### config.mk
export PLATFORM = sky130hd
export DESIGN_NAME = julia_escape_time
export DESIGN_NICKNAME = d
export VERILOG_FILES = /design/src/design/jet_pkg.sv /design/src/design/julia_escape_time.sv
export SDC_FILE = /design/constraint.sdc
export NUM_CORES = 2
export LEC_CHECK = 0
export BUFFER_PORTS_ARGS = -buffer_cell sky130_fd_sc_hd__buf_2
export CORE_ASPECT_RATIO = 1.75
export CORE_UTILIZATION = 40
export CTS_CLUSTER_SIZE = 20
export DETAILED_ROUTE_END_ITERATION = 10
export GPL_ROUTABILITY_DRIVEN = 0
export SETUP_SLACK_MARGIN = 0.02
export SYNTH_ARGS = -nofsm -noshare
export SYNTH_HDL_FRONTEND = slang
export SYNTH_SLANG_ARGS = --single-unit
### constraint.sdc
create_clock -name clk -period 28.5 [get_ports clk]
set_clock_uncertainty 0.1 [all_clocks]
set_input_delay 5.7 -clock clk [delete_from_list [all_inputs] [get_ports clk]]
set_output_delay 5.7 -clock clk [all_outputs]
set_load 0.005 [all_outputs]
### src/design/jet_pkg.sv
// Constants, register indexes and saturation helper for the Julia escape-time block.
`timescale 1ns / 1ps
`default_nettype none
package jet_pkg;

  // Q4.28 fixed point
  localparam int unsigned FracBits = 28;
  localparam int unsigned QWidth   = 32;
  localparam int unsigned CWidth   = 31;
  localparam int unsigned CntWidth = 16;

  // sum of squares at or above 4.0 in Q8.56 has a bit set at or above this one
  localparam int unsigned EscBit = 2 * FracBits + 2;

  // width of a new component before saturation
  localparam int unsigned SumWidth = 38;

  localparam logic [CntWidth-1:0] MaxIterReset = 16'd256;

  typedef logic [1:0] reg_index_t;
  localparam reg_index_t REG_C_REAL   = 2'd0;
  localparam reg_index_t REG_C_IMAG   = 2'd1;
  localparam reg_index_t REG_MAX_ITER = 2'd2;

  typedef logic signed [QWidth-1:0]   q_t;
  typedef logic signed [CWidth-1:0]   c_t;
  typedef logic signed [SumWidth-1:0] sum_t;

  // clamp a widened component back into the Q4.28 range
  function automatic q_t sat_q(input sum_t v);
    logic hi_same;
    hi_same = (v[SumWidth-1:QWidth-1] == {(SumWidth-QWidth+1){1'b0}}) ||
              (v[SumWidth-1:QWidth-1] == {(SumWidth-QWidth+1){1'b1}});
    if (hi_same) begin
      sat_q = v[QWidth-1:0];
    end else if (v[SumWidth-1]) begin
      sat_q = {1'b1, {(QWidth-1){1'b0}}};
    end else begin
      sat_q = {1'b0, {(QWidth-1){1'b1}}};
    end
  endfunction

endpackage
`default_nettype wire

### src/design/julia_escape_time.sv
// Julia escape-time iterator: z <- z*z + c on one shared 32x32 multiplier.
//
//  channel | direction | signals
//  --------+-----------+------------------------------------------------
//  in      | in        | in_valid, in_ready, z_real, z_imag
//  out     | out       | out_valid, out_ready, iteration_count
//  cfg     | in        | cfg_we, cfg_index, cfg_data (no read-back)
//
// Each iteration runs three products through the single signed 32x32
// multiplier (re*re, im*im, re*im) and one update/escape step. The count
// shows when the limit stops the point or when it escapes, once the result
// register is free. in_ready is high only while no point is in work; a
// finished point holds until the result register is free. Reset (rst,
// synchronous) sets c to 0, limit 256.
`timescale 1ns / 1ps
`default_nettype none
module julia_escape_time (
  input  wire logic                            clk,
  input  wire logic                            rst,
  input  wire logic                            in_valid,
  output      logic                            in_ready,
  input  wire logic signed [31:0]              z_real,
  input  wire logic signed [31:0]              z_imag,
  output      logic                            out_valid,
  input  wire logic                            out_ready,
  output      logic [15:0]                     iteration_count,
  input  wire logic                            cfg_we,
  input  wire jet_pkg::reg_index_t             cfg_index,
  input  wire logic [30:0]                     cfg_data
);

  localparam logic [2:0] S_IDLE   = 3'd0;
  localparam logic [2:0] S_SQ_RE  = 3'd1;
  localparam logic [2:0] S_SQ_IM  = 3'd2;
  localparam logic [2:0] S_CROSS  = 3'd3;
  localparam logic [2:0] S_UPDATE = 3'd4;
  localparam logic [2:0] S_DONE   = 3'd5;

  localparam int unsigned QW = jet_pkg::QWidth;
  localparam int unsigned PW = 2 * QW;
  localparam int unsigned FB = jet_pkg::FracBits;
  localparam int unsigned SW = jet_pkg::SumWidth;
  localparam int unsigned CW = jet_pkg::CWidth;

  logic [2:0]                    state;
  jet_pkg::c_t                   c_real;
  jet_pkg::c_t                   c_imag;
  logic [jet_pkg::CntWidth-1:0]  max_iterations;
  logic [jet_pkg::CntWidth-1:0]  count;
  jet_pkg::q_t                   zr;
  jet_pkg::q_t                   zi;
  logic signed [PW-1:0]          prod;
  logic [PW-2:0]                 sq_re;
  logic [PW-1:0]                 mag;
  logic signed [PW-1:0]          diff;

  jet_pkg::q_t                   op_a;
  jet_pkg::q_t                   op_b;
  logic signed [PW-1:0]          mult;
  jet_pkg::sum_t                 nr_sum;
  jet_pkg::sum_t                 ni_sum;
  logic                          escape;
  logic                          out_load;

  assign in_ready = (state == S_IDLE);
  assign out_load = (state == S_DONE) && (!out_valid || out_ready);

  // operand select for the shared multiplier
  always_comb begin
    unique case (state)
      S_SQ_RE: begin
        op_a = zr;
        op_b = zr;
      end
      S_SQ_IM: begin
        op_a = zi;
        op_b = zi;
      end
      default: begin
        op_a = zr;
        op_b = zi;
      end
    endcase
  end

  assign mult = op_a * op_b;

  assign escape = |mag[PW-1:jet_pkg::EscBit];

  // floor(diff / 2^28) + c_real, floor(re*im / 2^27) + c_imag
  assign nr_sum = {{(SW-(PW-FB)){diff[PW-1]}}, diff[PW-1:FB]} +
                  {{(SW-CW){c_real[CW-1]}}, c_real};
  assign ni_sum = {{(SW-(PW-FB+1)){prod[PW-1]}}, prod[PW-1:FB-1]} +
                  {{(SW-CW){c_imag[CW-1]}}, c_imag};

  always_ff @(posedge clk) begin
    if (rst) begin
      c_real         <= '0;
      c_imag         <= '0;
      max_iterations <= jet_pkg::MaxIterReset;
    end else if (cfg_we) begin
      unique case (cfg_index)
        jet_pkg::REG_C_REAL:   c_real         <= cfg_data;
        jet_pkg::REG_C_IMAG:   c_imag         <= cfg_data;
        jet_pkg::REG_MAX_ITER: max_iterations <= cfg_data[jet_pkg::CntWidth-1:0];
        default: begin
        end
      endcase
    end
  end

  always_ff @(posedge clk) begin
    if (rst) begin
      state     <= S_IDLE;
      out_valid <= 1'b0;
    end else begin
      if (out_load) begin
        out_valid <= 1'b1;
      end else if (out_ready) begin
        out_valid <= 1'b0;
      end
      unique case (state)
        S_IDLE: begin
          if (in_valid) begin
            state <= S_SQ_RE;
          end
        end
        S_SQ_RE: begin
          if (count >= max_iterations) begin
            state <= S_DONE;
          end else begin
            state <= S_SQ_IM;
          end
        end
        S_SQ_IM:  state <= S_CROSS;
        S_CROSS:  state <= S_UPDATE;
        S_UPDATE: begin
          if (escape) begin
            state <= S_DONE;
          end else begin
            state <= S_SQ_RE;
          end
        end
        S_DONE: begin
          if (out_load) begin
            state <= S_IDLE;
          end
        end
        default: state <= S_IDLE;
      endcase
    end
  end

  // datapath, no reset needed
  always_ff @(posedge clk) begin
    unique case (state)
      S_IDLE: begin
        zr    <= z_real;
        zi    <= z_imag;
        count <= '0;
      end
      S_SQ_RE: prod <= mult;
      S_SQ_IM: begin
        sq_re <= prod[PW-2:0];
        prod  <= mult;
      end
      S_CROSS: begin
        mag  <= {1'b0, sq_re} + {1'b0, prod[PW-2:0]};
        diff <= $signed({1'b0, sq_re}) - $signed({1'b0, prod[PW-2:0]});
        prod <= mult;
      end
      S_UPDATE: begin
        if (!escape) begin
          zr    <= jet_pkg::sat_q(nr_sum);
          zi    <= jet_pkg::sat_q(ni_sum);
          count <= count + 1'b1;
        end
      end
      default: begin
      end
    endcase
    if (out_load) begin
      iteration_count <= count;
    end
  end

`ifndef SYNTH
  // a point once taken keeps the input closed for the next cycle
  a_busy_after_accept: assert property (@(posedge clk) disable iff (rst)
    (in_valid && in_ready) |=> !in_ready)
    else $error("input open right after a word was taken");

  // an escaping point finishes without another iteration
  a_escape_ends: assert property (@(posedge clk) disable iff (rst)
    (state == S_UPDATE && escape) |=> (state == S_DONE) && $stable(count))
    else $error("escape did not end the iteration");

  // a handed-over result leaves the block idle with the word shown
  a_done_handover: assert property (@(posedge clk) disable iff (rst)
    out_load |=> (out_valid && in_ready && iteration_count == $past(count)))
    else $error("result handover broken");
`endif

endmodule
`default_nettype wire
* Word level (Yosys, flattened, before mapping) *
Index checks and enable logic that the tools add are counted.

storage, ports and cells
  input port bits = 102
  flip-flop bits (word level) = 433
  memories = 0
  bits in read-only memories = 0
  bits in latches = 0
  RAM bits = 0

operators by class
  bitwise logic cells = 0
  reduce and logical (&&, ||, !) cells = 18
  divide/modulo/power cells = 0
  muxes and demuxes = 19
  multipliers = 1
  equal/unequal tests = 12
  $lt $le $gt $ge = 1
  add/sub/neg operators = 5
  shift-type cells = 0

operators with widths
  cell                                                                    number
  32-bit 2-to-1 mux                                                       8
  32-bit one-hot mux with 2 select lines                                  2
  63-bit by 63-bit adder with 64-bit output                               1
  32-bit by 32-bit multiplier with 64-bit output                          1
  63-bit by 63-bit subtractor with 64-bit output                          1
  37-bit by 31-bit adder with 38-bit output                               1
  36-bit by 31-bit adder with 37-bit output                               1
  16-bit one-hot mux with 2 select lines                                  1
  3-bit one-hot mux with 6 select lines                                   1
  16-bit by 1-bit adder with 16-bit output (second input constant)        1
  16-bit >= comparator                                                    1
  16-bit 2-to-1 mux                                                       1
  7-bit equality test (second input constant)                             2
  7-bit logical NOT                                                       2
  3-bit 2-to-1 mux                                                        4
  2-bit AND reduction                                                     5
  3-bit by 2-bit equality test with 1-bit output (second input constant)  2
  3-bit equality test (second input constant)                             2
  2-bit inequality test (second input constant)                           3
  6-bit OR reduction                                                      1
  2-bit nonzero test                                                      2
  3-bit by 1-bit equality test with 1-bit output (second input constant)  1
  3-bit logical NOT                                                       1
  1-bit logical OR                                                        3
  7 further kinds                                                         8

* Logic depth before layout (Yosys ltp) *
  depth in word-level cells = 6
  depth in mapped cells = 37
  mapped depth without buffers = 33

* Worst setup path before layout *
Ideal clock, no wire load.

  path kind = reg2reg
  start point = register state[1]
  end point = register prod[63] (data pin)
  required time = 28.140 ns
  setup slack = 17.841 ns
  path buffers = 3
  data arrival time = 10.300 ns
  stages on the path, launching flop included = 31
  cell sequence = dfxtp_1 > inv_1 > nor3_1 > clkbuf_1 > clkbuf_1 > mux2i_1 > clkbuf_1 > nor2_1 > fa_1 > inv_1 > fa_1 > fa_1 > inv_1 > fa_1 > fa_1 > fa_1 > inv_1 > fa_1 > fa_1 > inv_1 > ha_1 > and3_1 > nand3_1 > or3_1 > or3_1 > o211ai_1 > a31oi_1 > o21ai_0 > a21o_1 > a21oi_1 > xnor2_1

on the way
  longest elaborated chain between the ends = 3

RTL lines
  item                                                                                                                     line                      RTL
  from (decl)                                                                                                              julia_escape_time.sv:45   logic [2:0] state;
  from (signal assigned)                                                                                                   julia_escape_time.sv:114  state <= S_IDLE;
  from (signal assigned)                                                                                                   julia_escape_time.sv:125  state <= S_SQ_RE;
  from (signal assigned)                                                                                                   julia_escape_time.sv:130  state <= S_DONE;
  3-bit by 2-bit equality test with 1-bit output / 3-bit by 1-bit equality test with 1-bit output (equally long branches)  julia_escape_time.sv:70   unique case (state)
  32-bit 2-to-1 mux                                                                                                        julia_escape_time.sv:70
  32-bit by 32-bit multiplier with 64-bit output *                                                                         julia_escape_time.sv:86   assign mult = op_a * op_b;
  via mult[63]                                                                                                             julia_escape_time.sv:59   logic signed [PW-1:0] mult;
  to (signal assigned)                                                                                                     julia_escape_time.sv:162  S_SQ_RE: prod <= mult;
  to (signal assigned)                                                                                                     julia_escape_time.sv:165  prod <= mult;
  to (signal assigned)                                                                                                     julia_escape_time.sv:170  prod <= mult;
  to (decl)                                                                                                                julia_escape_time.sv:52   logic signed [PW-1:0] prod;

Mark *: on every way through the listed nets, which the timed path passes. The rest lies on a longest branch.
A chain may end at the register's enable or synchronous reset.

* Final worst setup path *
  start point = register state[2]
  end point = register prod[63] (data pin)

The elaborated chain is that of the path after synthesis.

==> impl_results.md <==
- Share of the synthesized area in the top cell type: 37.9%
- Critical R2R Capture: prod[63]
- Fillers: 13,700
- Number of global-route vias before repair: 48,000
- Slew Viols, Final: 0
- Pre-CTS WS: 17,320 ps
- Grt ovf: 0
- Share of cells above drive strength 1: 7.13%
- Die ar.: 145,000 um^2
- Setup bufs post-CTS: 0
- Dominant cell type by area after synthesis: fa_1
- Post-Synth Adder-Cell Area: 46.6%
- DP HPWL: 154,000 um
- Max Used Layer: met5
- Via density: 5.60
- # DRC: 0
- Routed Antenna Nets: 0
- Vias after detailed routing: 44,800
- Root Buffer: clkbuf_16
- Rel. slew slack: 14.8%
- Syn Inst Count: 6,111
- Commonest non-fill, non-tap cells in the layout: inv_1, fa_1, nand2_1
- Iter 0 DRT Violations: 2,984
- Number of flops mapped to enable cells by yosys: 265
- Setup crit end: prod[63]
- Initial cell density of the core: 40.3%
- Crit. End Element: flip-flop
- Hold Buf Count CTS: 0
- Worst Setup SP: state[2]
- Hold Vio Cnt, Final: 0
- Initial antenna violation count: 11
- Post-synth cell types: 93
- Syn Area/Cell: 9.37 um^2
- Rows: 183
- NumNets Final: 7,697
- Worst skew pair latency: 600 ps
- Clock Pin Slew Worst Setup and Hold Paths: 60 ps
- Die Height: 503 um
- Detail Route met3 WL: 13,200 um
- Delay of the slowest cell on the worst path: 1030 ps
- FF-to-FF path depth: 29
- Status: finished clean
- Resized cells post-CTS: 0
- Post-synthesis compound-gate area fraction: 8.55%
- Seq cells post-synth: 347
- CTS Sinks: 347
- Total negative slack: 0 ps
- Crit path top cell by count: fa_1
- Die X: 288 um
- Largest net degree at the start of global routing: 129
- Core Region: 142,000 um^2
- Boundary pin count: 120
- Worst Max-Slew Pin Slew: 1250 ps
- GRT Overall Usage: 27.5%
- Period utilization: 39.4%
- Setup WS post-layout: 17,260 ps
- Simple-gate share of the synthesized area: 13.6%
- Dominant cells by area after synthesis: fa_1, edfxtp_1, ha_1
- Mux cell area share after synthesis: 2.83%
- Largest family of logic cells by synthesized area: adder cells
- Layout area overhead: 7.31%
- Max Clk Rate: 0.0890 GHz
- Final Critical Period: 11,240 ps
- First-pass GRT wire length: 292,000 um
- Post-synth top flop: edfxtp_1
- H-tree depth: 2
- Max FO, Critical Path: 58
- Finished Core Util: 43.2%
- Yosys warns: 0
- Syn Std Cell Area: 57,300 um^2
- Final setup viols: 0
- I/O Buffers: 119
- Arrival time worst endpoint: 11,460 ps
- Net count after synthesis: 7,695
- Most common cell after layout, fill and taps aside: inv_1
- Hold WC Path Type: flip-flop to flip-flop
- Metal2 WL: 97,900 um
- Drt pass-1 iters: 6
- TritonCTS clock tree: yes
- Worst r2r src: state[2]
- CP required: 28,730 ps
- Detailed Route WL: 195,000 um
- Critical-path top delay cell: fa_1
- Register area share after synthesis: 16.8%
- Max-Cap Viols: 0
- Unrepaired setup endpoints after global routing: no
- Post-synth ARST share: 0%
- Inserted Clock Buffers: 37
- CP Class: flip-flop to flip-flop
- Register-to-register setup slack: 17,260 ps
- Startpoint types: flip-flop
- WL per Instance: 24.4 um
- Synth Area in XOR/XNOR: 2.63%
- Clock tree buffer depth: 3
- WL met1: 63,200 um
==> worst min-delay path by stage <==
stage / startpoint / end / slack [ps] / depth (start not counted)
2_1_floorplan: max_iterations[10] / max_iterations[10] / 340 / 2
3_3_place_gp: max_iterations[7] / max_iterations[7] / 340 / 2
3_5_place_dp: c_real[7] / c_real[7] / 350 / 2
4_1_cts: c_real[7] / c_real[7] / 360 / 2
5_1_grt: max_iterations[14] / max_iterations[14] / 370 / 2
6_report: c_real[7] / c_real[7] / 360 / 2
==> worst max-delay path: cells and delay by family, from the launching register on <==
kind / cells / cell delay, ps
DFF: 1 / 480
AOI/OAI and AO/OA: 5 / 1160
buffers and inverters: 6 / 1560
adders and majority gates: 9 / 5170
xor gates and xnor gates: 1 / 130
and+or+nand+nor: 7 / 1550
muxes: 1 / 770
==> per-stage QoR <==
stage | instances | hold slack [ps] | cell area, um^2
global placement | 7924 | 344 | 60200
floorplan | 6111 | 336 | 57300
CTS | 7992 | 361 | 61500
finish | 7998 | 359 | 61500
global route | 7993 | 374 | 61500
detailed placement | 7924 | 351 | 60200
==> logic make-up after synthesis <==
| logic type | Yosys count |
|---|---|
| flops | 347 |
| xor+xnor | 172 |
| fa+ha+maj | 1482 |
| mux | 154 |
| buf+inv | 1375 |
| compound gates | 748 |
| simple gates | 1833 |
==> cell usage after synthesis, types with 53 or more instances <==
library cell	n
xor2_1	53
o21ai_0	97
nor2_1	720
clkbuf_1	203
a21oi_1	301
inv_1	1142
mux2_2	62
ha_1	398
mux2i_1	92
dfxtp_1	82
a21o_1	77
xnor2_1	119
nand2_1	773
fa_1	1084
edfxtp_1	265
nand3_1	77
==> flip-flops by register name, indices dropped and copies added, names as in the netlist, 31 cells and up <==
signal / count
sq_re: 63
zr: 32
c_imag: 31
zi: 32
prod: 64
c_real: 31
diff: 36
==> routing by layer <==
metal	track usage, %	up-vias
li1	-	19200
met1	28.2	22700
met2	48.4	2043
met3	4.73	834
met4	23.4	10
met5	0	-
==> final cells by class <==
type,instances,area (um^2),share of cell area [%]
tap,1850,2310,3.77
multi-input combinational,4389,42800,69.7
antenna,6,15.0,0.0244
sequential,347,9600,15.6
clock buffer,53,1030,1.67
clock inverter,15,206,0.336
inverter,1142,4290,6.97
timing repair buffer,196,1190,1.93
Power is not shown: default switching activity piles up to over one toggle a cycle in this logic, so the estimate is an artifact.
